$ cat src/rtl/core/mcs_pkg.sv
package mcs_pkg;

  // Field widths fixed by the command and phase formats.
  localparam int unsigned CmdW     = 2;
  localparam int unsigned SpeedW   = 8;
  localparam int unsigned PctW     = 7;
  localparam int unsigned LevelW   = 8;
  localparam int unsigned HoldW    = 10;
  localparam int unsigned CfgAddrW = 2;
  localparam int unsigned CfgDataW = 10;

  // PWM counter top and the percent that maps to it.
  localparam int unsigned PwmTop  = 255;
  localparam int unsigned PctFull = 100;

  // A command produces at most three phases.
  localparam int unsigned MaxPhases = 3;
  localparam int unsigned CountW    = 2;

  typedef enum logic [CmdW-1:0] {
    CmdForward  = 2'd0,
    CmdBackward = 2'd1,
    CmdStop     = 2'd2,
    CmdInvert   = 2'd3
  } cmd_e;

  typedef enum logic [CfgAddrW-1:0] {
    RegBrakeMs     = 2'd0,
    RegKickMs      = 2'd1,
    RegMinStartPct = 2'd2,
    RegInvertGapMs = 2'd3
  } reg_idx_e;

  typedef logic [PctW-1:0]   pct_t;
  typedef logic [LevelW-1:0] level_t;
  typedef logic [HoldW-1:0]  hold_t;

  localparam hold_t BrakeMsReset     = 10'd50;
  localparam hold_t KickMsReset      = 10'd80;
  localparam pct_t  MinStartPctReset = 7'd15;
  localparam hold_t InvertGapMsReset = 10'd50;

  typedef struct packed {
    level_t fwd_level;
    level_t rev_level;
    logic   fwd_enable;
    logic   rev_enable;
    hold_t  hold_ms;
    logic   last;
  } phase_t;

  typedef struct packed {
    phase_t [MaxPhases-1:0] phases;
    logic   [CountW-1:0]    count;
  } plan_t;

  typedef struct packed {
    hold_t brake_ms;
    hold_t kick_ms;
    pct_t  min_start_pct;
    hold_t invert_gap_ms;
  } cfg_t;

  // Percent to PWM level, one entry per 7-bit percent value.
  localparam int unsigned LevelEntries = 2 ** PctW;
  localparam int unsigned LevelMax     = 2 ** LevelW - 1;

  typedef logic [LevelEntries-1:0][LevelW-1:0] level_tbl_t;

  function automatic level_tbl_t build_level_table();
    level_tbl_t  tbl;
    int unsigned lv;
    for (int unsigned p = 0; p < LevelEntries; p++) begin
      if (p == 0) begin
        lv = 0;
      end else if (p >= PctFull) begin
        lv = PwmTop;
      end else begin
        lv = (p * PwmTop) / PctFull;
      end
      if (lv > LevelMax) begin
        lv = LevelMax;
      end
      tbl[p] = lv[LevelW-1:0];
    end
    return tbl;
  endfunction

  localparam level_tbl_t LevelTable = build_level_table();

endpackage

$ cat src/rtl/core/mcs_plan.sv
module mcs_plan (
  input  logic           clk_i,
  input  logic           rst_ni,
  input  mcs_pkg::cmd_e  cmd_i,
  input  logic [7:0]     speed_i,
  input  mcs_pkg::cfg_t  cfg_i,
  input  logic           load_i,
  output mcs_pkg::plan_t plan_o
);
  import mcs_pkg::*;

  pct_t   cur_speed_q, cur_speed_d;
  logic   dir_fwd_q, dir_fwd_d;
  logic   running_q, running_d;

  pct_t   spd_sat;
  pct_t   run_pct;
  logic   run_fwd;
  level_t run_lv;
  level_t kick_lv;
  logic   run_en;
  logic   brake_c;
  logic   kick_c;

  phase_t brake_ph, kick_ph, idle_ph, release_ph, run_ph;
  phase_t [MaxPhases-1:0] cand;
  logic   [MaxPhases-1:0] cand_en;
  logic   [CountW-1:0]    slot;

  assign spd_sat = (speed_i > SpeedW'(PctFull)) ? PctW'(PctFull) : speed_i[PctW-1:0];

  always_comb begin
    run_fwd = (cmd_i == CmdInvert) ? !dir_fwd_q : (cmd_i == CmdForward);
    run_pct = (cmd_i == CmdInvert) ? cur_speed_q : spd_sat;
  end

  assign run_lv  = LevelTable[run_pct];
  assign kick_lv = LevelTable[cfg_i.min_start_pct];
  assign run_en  = (run_lv != '0);

  // Forward/backward brake only if a running motor is reversed to nonzero speed.
  assign brake_c = (dir_fwd_q != run_fwd) && running_q && (spd_sat != '0);
  assign kick_c  = (spd_sat != '0) && (spd_sat < cfg_i.min_start_pct);

  always_comb begin
    brake_ph   = '{fwd_level: '0, rev_level: '0, fwd_enable: 1'b1, rev_enable: 1'b1,
                   hold_ms: cfg_i.brake_ms, last: 1'b0};
    idle_ph    = '{fwd_level: '0, rev_level: '0, fwd_enable: 1'b0, rev_enable: 1'b0,
                   hold_ms: cfg_i.invert_gap_ms, last: 1'b0};
    release_ph = '{fwd_level: '0, rev_level: '0, fwd_enable: 1'b0, rev_enable: 1'b0,
                   hold_ms: '0, last: 1'b1};
    kick_ph    = '{fwd_level: '0, rev_level: '0, fwd_enable: 1'b0, rev_enable: 1'b0,
                   hold_ms: cfg_i.kick_ms, last: 1'b0};
    run_ph     = '{fwd_level: '0, rev_level: '0, fwd_enable: 1'b0, rev_enable: 1'b0,
                   hold_ms: '0, last: 1'b1};
    if (run_fwd) begin
      kick_ph.fwd_level  = kick_lv;
      kick_ph.fwd_enable = 1'b1;
      run_ph.fwd_level   = run_lv;
      run_ph.fwd_enable  = run_en;
    end else begin
      kick_ph.rev_level  = kick_lv;
      kick_ph.rev_enable = 1'b1;
      run_ph.rev_level   = run_lv;
      run_ph.rev_enable  = run_en;
    end
  end

  // Candidate phases in emission order, then packed to the front.
  always_comb begin
    cand        = '0;
    cand_en     = '0;
    cur_speed_d = cur_speed_q;
    dir_fwd_d   = dir_fwd_q;
    running_d   = running_q;
    unique case (cmd_i)
      CmdForward, CmdBackward: begin
        cand[0]     = brake_ph;
        cand[1]     = kick_ph;
        cand[2]     = run_ph;
        cand_en     = {1'b1, kick_c, brake_c};
        cur_speed_d = spd_sat;
        dir_fwd_d   = run_fwd;
        running_d   = run_en;
      end
      CmdStop: begin
        cand[0]     = brake_ph;
        cand[1]     = release_ph;
        cand_en     = 3'b011;
        cur_speed_d = '0;
        running_d   = 1'b0;
      end
      CmdInvert: begin
        cand[0] = brake_ph;
        cand[1] = idle_ph;
        cand[2] = run_ph;
        if (cur_speed_q != '0) begin
          cand_en   = 3'b111;
          dir_fwd_d = run_fwd;
          running_d = run_en;
        end
      end
      default: begin
        cand_en = '0;
      end
    endcase
  end

  always_comb begin
    plan_o = '0;
    slot   = '0;
    for (int i = 0; i < MaxPhases; i++) begin
      if (cand_en[i]) begin
        plan_o.phases[slot] = cand[i];
        slot                = slot + 1'b1;
      end
    end
    plan_o.count = slot;
  end

  always_ff @(posedge clk_i or negedge rst_ni) begin
    if (!rst_ni) begin
      cur_speed_q <= '0;
      dir_fwd_q   <= 1'b1;
      running_q   <= 1'b0;
    end else if (load_i) begin
      cur_speed_q <= cur_speed_d;
      dir_fwd_q   <= dir_fwd_d;
      running_q   <= running_d;
    end
  end

endmodule

$ cat src/rtl/core/mcs_burst.sv
module mcs_burst (
  input  logic            clk_i,
  input  logic            rst_ni,
  input  logic            load_i,
  input  mcs_pkg::plan_t  plan_i,
  input  logic            out_stall_i,
  output logic            free_o,
  output logic            out_valid_o,
  output mcs_pkg::phase_t phase_o
);
  import mcs_pkg::*;

  phase_t [MaxPhases-1:0] phases_q, phases_d;
  logic   [CountW-1:0]    n_q, n_d;
  logic                   pop;

  assign out_valid_o = (n_q != '0);
  assign pop         = out_valid_o && !out_stall_i;
  assign free_o      = (n_q == '0) || ((n_q == CountW'(1)) && pop);
  assign phase_o     = phases_q[0];

  always_comb begin
    phases_d = phases_q;
    n_d      = n_q;
    if (load_i) begin
      phases_d = plan_i.phases;
      n_d      = plan_i.count;
    end else if (pop) begin
      for (int i = 0; i < MaxPhases - 1; i++) begin
        phases_d[i] = phases_q[i+1];
      end
      n_d = n_q - 1'b1;
    end
  end

  always_ff @(posedge clk_i) begin
    phases_q <= phases_d;
  end

  always_ff @(posedge clk_i or negedge rst_ni) begin
    if (!rst_ni) begin
      n_q <= '0;
    end else begin
      n_q <= n_d;
    end
  end

  a_count_range: assert property (@(posedge clk_i) disable iff (!rst_ni)
    n_q <= CountW'(MaxPhases))
    else $error("phase count above the burst depth");

  a_last_on_final: assert property (@(posedge clk_i) disable iff (!rst_ni)
    (out_valid_o && (n_q == CountW'(1))) |-> phase_o.last)
    else $error("final phase of a command without last");

  a_no_early_last: assert property (@(posedge clk_i) disable iff (!rst_ni)
    (out_valid_o && (n_q > CountW'(1))) |-> !phase_o.last)
    else $error("last set before the final phase");

  a_load_shows: assert property (@(posedge clk_i) disable iff (!rst_ni)
    (load_i && (plan_i.count != '0)) |=> out_valid_o)
    else $error("loaded phases not presented");

  a_load_only_free: assert property (@(posedge clk_i) disable iff (!rst_ni)
    load_i |-> free_o)
    else $error("load while earlier phases remain");

endmodule

$ cat src/rtl/core/h_bridge_motor_command_sequencer.sv
// H-bridge DC motor command sequencer.
//
// A request on the input channel (cmd_i, speed_i with in_valid_i / in_stall_o)
// is a motor command: forward, backward, stop or invert. The block turns it
// into zero to three drive phases on the output channel (out_valid_o /
// out_stall_i), each with the PWM levels and enables of both bridge halves,
// a hold time in milliseconds and a flag marking the final phase of the
// command. An invert while the stored speed is zero yields no phase at all.
//
// The request is captured in an input register. While it is held there, the
// phase list is worked out and, once the phase buffer is free, loaded into
// the three-entry phase buffer, which offers the first phase in the cycle
// after the load. The phase buffer then drains one phase per cycle while
// out_stall_i is low, and the next request waits in the input register
// while the buffer drains; it is loaded in the cycle in which the final
// phase of its predecessor is taken. A stalled receiver holds the offered
// phase steady; the input register fills and in_stall_o rises behind it.
//
// Reset clears the speed, sets the direction to forward, marks the motor
// stopped and restores the timing registers to their defaults. The user must
// write the timing registers via cfg_we_i only when idle; it is not enforced.
module h_bridge_motor_command_sequencer (
  input  logic        clk_i,
  input  logic        rst_ni,

  input  logic        cfg_we_i,
  input  logic [1:0]  cfg_addr_i,
  input  logic [9:0]  cfg_wdata_i,

  input  logic        in_valid_i,
  output logic        in_stall_o,
  input  logic [1:0]  cmd_i,
  input  logic [7:0]  speed_i,

  output logic        out_valid_o,
  input  logic        out_stall_i,
  output logic [7:0]  fwd_level_o,
  output logic [7:0]  rev_level_o,
  output logic        fwd_enable_o,
  output logic        rev_enable_o,
  output logic [9:0]  hold_ms_o,
  output logic        last_o
);
  import mcs_pkg::*;

  // Configuration registers.
  cfg_t   cfg_q;

  // Input register holding one request until the phase buffer takes it.
  logic   in_valid_q;
  cmd_e   cmd_q;
  logic [SpeedW-1:0] speed_q;

  logic   load;
  logic   burst_free;
  logic   in_accept;
  plan_t  plan;
  phase_t phase;

  always_ff @(posedge clk_i or negedge rst_ni) begin
    if (!rst_ni) begin
      cfg_q.brake_ms      <= BrakeMsReset;
      cfg_q.kick_ms       <= KickMsReset;
      cfg_q.min_start_pct <= MinStartPctReset;
      cfg_q.invert_gap_ms <= InvertGapMsReset;
    end else if (cfg_we_i) begin
      unique case (reg_idx_e'(cfg_addr_i))
        RegBrakeMs:     cfg_q.brake_ms      <= cfg_wdata_i[HoldW-1:0];
        RegKickMs:      cfg_q.kick_ms       <= cfg_wdata_i[HoldW-1:0];
        RegMinStartPct: cfg_q.min_start_pct <= cfg_wdata_i[PctW-1:0];
        RegInvertGapMs: cfg_q.invert_gap_ms <= cfg_wdata_i[HoldW-1:0];
        default: ;
      endcase
    end
  end

  // The held request moves on as soon as the phase buffer is free, which
  // includes the cycle in which its final phase is taken.
  assign load       = in_valid_q && burst_free;
  assign in_stall_o = in_valid_q && !load;
  assign in_accept  = in_valid_i && !in_stall_o;

  always_ff @(posedge clk_i or negedge rst_ni) begin
    if (!rst_ni) begin
      in_valid_q <= 1'b0;
    end else if (in_accept) begin
      in_valid_q <= 1'b1;
    end else if (load) begin
      in_valid_q <= 1'b0;
    end
  end

  always_ff @(posedge clk_i) begin
    if (in_accept) begin
      cmd_q   <= cmd_e'(cmd_i);
      speed_q <= speed_i;
    end
  end

  // Phase list and motor state.
  mcs_plan u_plan (
    .clk_i   (clk_i),
    .rst_ni  (rst_ni),
    .cmd_i   (cmd_q),
    .speed_i (speed_q),
    .cfg_i   (cfg_q),
    .load_i  (load),
    .plan_o  (plan)
  );

  // Phase buffer feeding the output channel.
  mcs_burst u_burst (
    .clk_i       (clk_i),
    .rst_ni      (rst_ni),
    .load_i      (load),
    .plan_i      (plan),
    .out_stall_i (out_stall_i),
    .free_o      (burst_free),
    .out_valid_o (out_valid_o),
    .phase_o     (phase)
  );

  assign fwd_level_o  = phase.fwd_level;
  assign rev_level_o  = phase.rev_level;
  assign fwd_enable_o = phase.fwd_enable;
  assign rev_enable_o = phase.rev_enable;
  assign hold_ms_o    = phase.hold_ms;
  assign last_o       = phase.last;

endmodule
$ cat config.mk
export PLATFORM = sky130hd
export DESIGN_NAME = h_bridge_motor_command_sequencer
export DESIGN_NICKNAME = d
export VERILOG_FILES = /design/src/rtl/core/mcs_pkg.sv /design/src/rtl/core/mcs_plan.sv /design/src/rtl/core/mcs_burst.sv /design/src/rtl/core/h_bridge_motor_command_sequencer.sv
export SDC_FILE = /design/constraint.sdc
export NUM_CORES = 1
export LEC_CHECK = 0
export ABC_AREA = 1
export BUFFER_PORTS_ARGS = -buffer_cell sky130_fd_sc_hd__buf_2
export CAP_MARGIN = 20
export CORE_MARGIN = 3
export CORE_UTILIZATION = 55
export CTS_CLUSTER_DIAMETER = 30
export DETAILED_ROUTE_END_ITERATION = 6
export PLACE_DENSITY = 0.8
export SLEW_MARGIN = 20
export SYNTH_ARGS = -nofsm -noshare
export SYNTH_HDL_FRONTEND = slang
export SYNTH_SLANG_ARGS = --single-unit
$ cat constraint.sdc
create_clock -name clk_i -period 7.5 [get_ports clk_i]
set_input_delay 1.5 -clock clk_i [delete_from_list [all_inputs] [get_ports clk_i]]
set_output_delay 1.5 -clock clk_i [all_outputs]
set_load 0.005 [all_outputs]
* Word-level counts from Yosys, hierarchy flattened
Memory sizes are Yosys's and may differ from the RTL's.
Cells that the tools add are included.
** Operators by class
- $add $sub $neg :: 3
- Magnitude comparators :: 8
- Equality and inequality tests :: 9
- Multiplexer cells :: 40
- Reductions and logical operators :: 35
** Operator list (count)
- 87-bit bitwise mux :: 2
- 87-bit 2-to-1 mux :: 2
- 58-bit case mux with 3 select lines :: 1
- 29-bit demux with 2-bit select :: 2
- 29-bit 2-to-1 mux :: 4
- 58-bit 2-to-1 mux :: 2
- 8-bit 2-to-1 mux :: 6
- 7-bit by 8-bit less-than comparator with 1-bit output, second input constant :: 2
- 7-bit 2-to-1 mux :: 2
- 7-bit case mux with 2 select lines :: 1
- 7-bit nonzero test :: 2
- 2-bit AND reduction :: 6
- 1-bit logical AND :: 10
- 1-bit 2-to-1 mux :: 10
- 2-bit nonzero test :: 5
- 3-bit case mux with 3 select lines :: 1
- 2-bit == test, second input constant :: 4
- 8-bit by 7-bit > comparator with 1-bit output, second input constant :: 1
- 2-bit 2-to-1 mux :: 4
- 8-bit nonzero test :: 1
- 7-bit less-than comparator :: 1
- 2-bit by 1-bit == test with 1-bit output, second input constant :: 3
- 2-bit zero test :: 3
- 1-bit zero test :: 4
- 16 further kinds :: 16
** Storage, ports and cells
- Flip-flop bits (word level) :: 146
- Memory bits (read-only) :: 2048
- Input port bits :: 27
- Memories :: 2
** Memories
- (no name shown) :: depth 128, width 8, read ports 1, clocked after memory_dff 0, write ports 0, RTL line mcs_plan.sv:37 : assign run_lv = LevelTable[run_pct];
- (no name shown) :: depth 128, width 8, read ports 1, clocked after memory_dff 0, write ports 0, RTL line mcs_plan.sv:38 : assign kick_lv = LevelTable[cfg_i.min_start_pct];

* Logic depth before layout (Yosys ltp)
- Word-level depth :: 16
- Mapped depth :: 26
- Gate-level depth less buffers :: 25

* Cells and area by module
A second synthesis with hierarchy kept.
** Second synthesis, totals
- Cell total of the unflattened synthesis :: 1230
- Area, all modules :: 9541.7 sq um
** By module, submodules not included
- mcs_plan :: instances 1, cells each 718, area an instance 3854.9 sq um, seq. area each 226.5 sq um
- mcs_burst :: instances 1, cells each 326, area an instance 3729.8 sq um, seq. area each 2662.6 sq um
- h_bridge_motor_command_sequencer :: instances 1, cells each 186, area an instance 1956.9 sq um, seq. area each 1266.2 sq um

* Least setup slack after synthesis
OpenSTA, ideal clock, no wires.
- Path kind :: input port to flip-flop
- Start point :: input out_stall_i
- End point :: register u_burst.n_q[1]
- Arrival time :: 6.344 ns
- Setup slack :: 1.000 ns
- Cell stages on the path :: 3
- Buffers on the path :: 0
- Cells stage by stage :: o21ai_0 o21ai_0 o21ai_0
** On the way
- Cells in the longest elaborated chain, start to end :: 6
- Elaborated cells between the ends (all ways) :: 7
- Those cells by class :: mux: 1; reduce/logical: 6
** RTL lines
- from (decl) :: RTL line h_bridge_motor_command_sequencer.sv:36 : input logic out_stall_i,
- 1-bit zero test (*) :: RTL line mcs_burst.sv:18 : assign pop = out_valid_o && !out_stall_i;
- 1-bit logical AND (*) :: RTL line mcs_burst.sv:18
- 1-bit logical AND :: RTL line mcs_burst.sv:19 : assign free_o = (n_q == '0) || ((n_q == CountW'(1)) && pop);
- 1-bit logical OR :: RTL line mcs_burst.sv:19
- 1-bit logical AND :: RTL line h_bridge_motor_command_sequencer.sv:79 : assign load = in_valid_q && burst_free;
- 2-bit 2-to-1 mux / 2-bit nonzero test (equally long branches)
- to (signal assigned) :: RTL line mcs_burst.sv:44 : n_q <= n_d;
- to (decl) :: RTL line mcs_burst.sv:14 : logic [CountW-1:0] n_q, n_d;
Every way passes the cells marked *; elsewhere a longest branch is shown, timed or not.
A chain may end at the register's enable or synchronous reset.

* Worst setup path after layout
- Start point :: register speed_q[4]
- End point :: register u_burst.phases_q[39] (netlist bit), data pin
** On the way
- Cells in the longest elaborated chain, start to end :: 15
- Elaborated cells between the ends (all ways) :: 25
- Those cells by class :: add/sub: 1; order compare: 6; mux: 13; reduce/logical: 5
** RTL lines
- from (decl) :: RTL line h_bridge_motor_command_sequencer.sv:52 : logic [SpeedW-1:0] speed_q;
- from (signal assigned) :: RTL line h_bridge_motor_command_sequencer.sv:96 : speed_q <= speed_i;
- 8-bit by 7-bit > comparator with 1-bit output :: RTL line mcs_plan.sv:30 : assign spd_sat = (speed_i > SpeedW'(PctFull)) ? PctW'(PctFull) : speed_i[PctW-1:0];
- 7-bit 2-to-1 mux (*) :: RTL line mcs_plan.sv:30
- branches (longest 2 deep; another with 7-bit less-than comparator)
- 3-bit case mux with 3 select lines (*) :: RTL line mcs_plan.sv:76 : unique case (cmd_i)
- 1-bit 2-to-1 mux :: RTL line mcs_plan.sv:113 : if (cand_en[i]) begin
- 1-bit by 1-bit adder with 2-bit output, or another cell as far along :: RTL line mcs_plan.sv:115 : slot = slot + 1'b1;
- 2-bit 2-to-1 mux / 1-bit logical AND (equally long branches) :: RTL line mcs_plan.sv:113, mcs_plan.sv:114
- 2-bit by 3-bit less-than comparator with 1-bit output (implied by the code), or another cell as far along :: RTL line mcs_plan.sv:114 : plan_o.phases[slot] = cand[i];
- 1-bit logical AND (implied by the code) / 29-bit demux with 2-bit select (equally long branches)
- 29-bit 2-to-1 mux (implied by the code) / 87-bit bitwise mux (equally long branches) :: RTL line mcs_plan.sv:114
- 29-bit demux with 2-bit select / 87-bit 2-to-1 mux (equally long branches)
- 87-bit bitwise mux :: RTL line mcs_plan.sv:114
- 87-bit 2-to-1 mux (*) :: RTL line mcs_plan.sv:113
- 58-bit 2-to-1 mux (*) :: RTL line mcs_burst.sv:25 : if (load_i) begin
- to (signal assigned) :: RTL line mcs_burst.sv:37 : phases_q <= phases_d;
- to (decl) :: RTL line mcs_burst.sv:13 : phase_t [MaxPhases-1:0] phases_q, phases_d;
Every way passes the cells marked *.

==> flow_summary_export.csv <==
group,metric,value,unit
status,run_status,"complete, no violations",
worst_setup_path,worst_path_max_delay_cell,"ha_1",
synthesis,synth_edf_count,87,
worst_setup_path,crit_fanout,22,
floorplanning,fp.dieArea,0.0177,mm^2
worst_setup_path,crit_start,"speed_q[4]",
timing,setup_viol,0,
timing,finalSetupTns,0,ns
floorplanning,rows,45,
synthesis,synth.area.top_cells,"edfxtp_1 (29%), nand2_1 (11%), dfrtp_1 (10%), o21ai_0 (5.6%), nor2_1 (4.4%)",
synthesis,postSynthAreaPerCell,7.88,um^2
clock_network,cts_root_buf,"clkbuf_16",
route,firstDrtPassIters,6,
synthesis,synth-simple-area-share,25.9,%
route,drtAntennaViolNets,0,
layout,area_delta_synth_final,7.79,%
route,wirelength,21900,um
timing,fin_skew,0.00991,ns
synthesis,syn_area,0.00888,mm^2
clock_network,clkTransAtPathRegs,0.06,ns
timing,finalMaxSlewViolations,0,
place,placed_cell_area,0.00899,mm^2
synthesis,synth-compound-area-share,16.0,%
worst_setup_path,timing_worst_setup_path_type,"register to register",
place,port_buffers,57,
floorplanning,floorplan.initialDensity,57.3,%
synthesis,synthMuxAreaShare,0,%
route,dr_total_vias,7866,
timing,worstMarginPinSlew,0.851,ns
synthesis,netlist_top_cells_count,"nand2_1 (268), nor2_1 (105), inv_1 (99), o21ai_0 (99), edfxtp_1 (87)",
route,wl_per_cell,16.2,um
route,avgViaCountPerCell,5.82,
synthesis,yosysUniqueCellTypes,50,
place,dp_cells,1319,
synthesis,synth_warnings,0,
global_route,grt_max_degree,78,
timing,finalCriticalPeriod,4.63,ns
clock_network,cts_buffer_depth,2,
global_route,antenna_found_initial,1,
worst_setup_path,critPathArrivalTime,4.78,ns
timing,fin_crit_sh,61.7,%
worst_setup_path,rr_startpoint,"speed_q[4]",
timing,whs,0.487,ns
synthesis,ys.flop_type,"edfxtp_1",
place,gp_routability_congestion,0.937,
clock_network,ctsHoldBuffers,0,
worst_setup_path,start_kind,"register",
clock_network,cts-resized-gates,0,
synthesis,yosys.cell_count.top_type,"nand2_1",
place,detailed_place_hpwl,15500,um
clock_network,clk_latency,0.43,ns
floorplanning,coreArea,0.0155,mm^2
synthesis,synth-seq-cells,136,
floorplanning,die_w,133,um
worst_setup_path,required,7.65,ns
clock_network,cts_tree,"yes",
clock_network,numCtsBuffers,17,
route,drtIter0Drc,1092,
synthesis,yosysTopAreaCell,"edfxtp_1",
layout,final_area,0.00957,mm^2
global_route,grt_pass1_wl,35500,um
floorplanning,die_h,133,um
job,maxCapViolations,0,
synthesis,synth_top_area_share,29.4,%
layout,drive_gt1_share,13.6,%
global_route,grtUsageTotal,24.9,%
pwr,p_total,4.11,mW
route,drc,0,
worst_setup_path,worstPathCellList,"nor2_1 -> nand2_1 -> nand2_1 -> inv_2 -> nand2_2 -> nand2_2 -> inv_2 -> nand4_1 -> o2111ai_1 -> nand2_1 -> inv_1 -> ha_1 -> inv_1 -> nor2_1 -> inv_1 -> nand2_1 -> inv_1 -> nand2_1 -> nor3_1",
layout,finalNonFillerCells,1351,
clock_network,post-cts-setup-buffer-count,0,
pwr,leakagePower,4.24,nW
clock_network,htreeDepth,4,
floorplanning,ios,58,
global_route,overflow,0,
timing,relSlewSlack,43.1,%
synthesis,seq_area_frac_synth,43.4,%
layout,fin_util,61.8,%
synthesis,async_reset_ff_share,36.0,%
worst_setup_path,max_stage_delay,0.74,ns
synthesis,syn_inst,1127,
worst_setup_path,crit_path_frequent_cell,"nand2_1",
synthesis,synth_top_family_by_area,"simple AND/OR/NAND/NOR gates",
layout,diodes,0,
pwr,p_per_area,429,mW/mm^2
global_route,grt_pass1_vias,6978,
timing,fmax,216,MHz
worst_setup_path,end_kind,"register",
timing,worst_slack,2.87,ns
place,place_ws,3.00,ns
pwr,peakVddDrop,0.249,mV
synthesis,synth_xor_area_share,0.0987,%
timing,timing.final.hold_violations,0,
timing,rsz0062_at_grt,"false",
synthesis,syn_nets,1185,
clock_network,clock_sinks,136,
synthesis,synthAdderAreaFrac,4.37,%
layout,nets,1185,
hold_path,hold_class,"register to register",
hold_path,hold_start,"cfg_q[25]",
## registers in the layout, indices dropped and copies added (netlist names)
register            flops
u_burst.phases_q       48
cfg_q                  37
u_burst.phase_o        29
speed_q                 8
u_plan.cur_speed_q      7
cmd_q                   2
u_burst.n_q             2
in_valid_q              1
u_plan.dir_fwd_q        1
u_plan.running_q        1
## layer usage
metal,wire (um),track usage (%),up-vias,share of wire (%)
met1,9810,36.2,3634,45
met3,2060,7.15,48,9.4
met4,442,7.10,2,2.0
met2,9560,36.3,393,44
li1,-,-,3789,-
met5,11,0,-,0.050
## final timing paths
kind	end	slack [ns]	cells after the start
worst max-delay path	u_burst.phases_q[39]	2.87	19
worst min-delay path	cfg_q[25]	0.49	2
worst max register to register	u_burst.phases_q[39]	2.87	19
worst min register to register	cfg_q[25]	0.49	2
max in group asynchronous	u_plan.cur_speed_q[2]	5.97	1
min in group asynchronous	cfg_q[24]	1.09	1
## cell type report
class                      instances  area, um^2
sequential                       136        3850
tap                              211         264
clock buffer                      19         433
clock inverter                    13         146
inverter                         114         428
multi-input combinational        799        4140
timing repair buffer              59         303
fill                            1328        5910
## cells by family (layout without fill, tap and decap cells)
logic type      Yosys count  count (layout)
buf+inv                 192             205
compound gates          241             241
xor+xnor                  1               1
simple gates            526             526
fa+ha+maj                31              31
flops                   136             136
## where the power goes
| part | internal (mW) | total (mW) | switching [mW] | leakage, nW |
|---|---|---|---|---|
| sequential | 1.23 | 1.36 | 0.131 | 1.44 |
| clock | 0.492 | 0.825 | 0.332 | 0.274 |
| combinational | 0.580 | 1.92 | 1.34 | 2.53 |
## critical path: cells and delay by family (launching register included)
family          cells  cell delay, ns
flops               1            0.46
compound gates      1            0.14
buf+inv             6            1.06
fa+ha+maj           1            0.74
simple gates       11            1.93
## cell usage in the layout, fill, tap and decap left out, drive strengths merged, types with 28 or more instances in the layout
cell,synthesis,layout
edfxtp,87,87
nor2,113,113
o21ai,109,109
nand3,74,74
a21oi,52,52
ha,31,31
dfrtp,36,36
nand2,292,292
nor3,28,28
inv,111,114
buf,45,59
No activity file was read; power rests on OpenSTA's default activity.
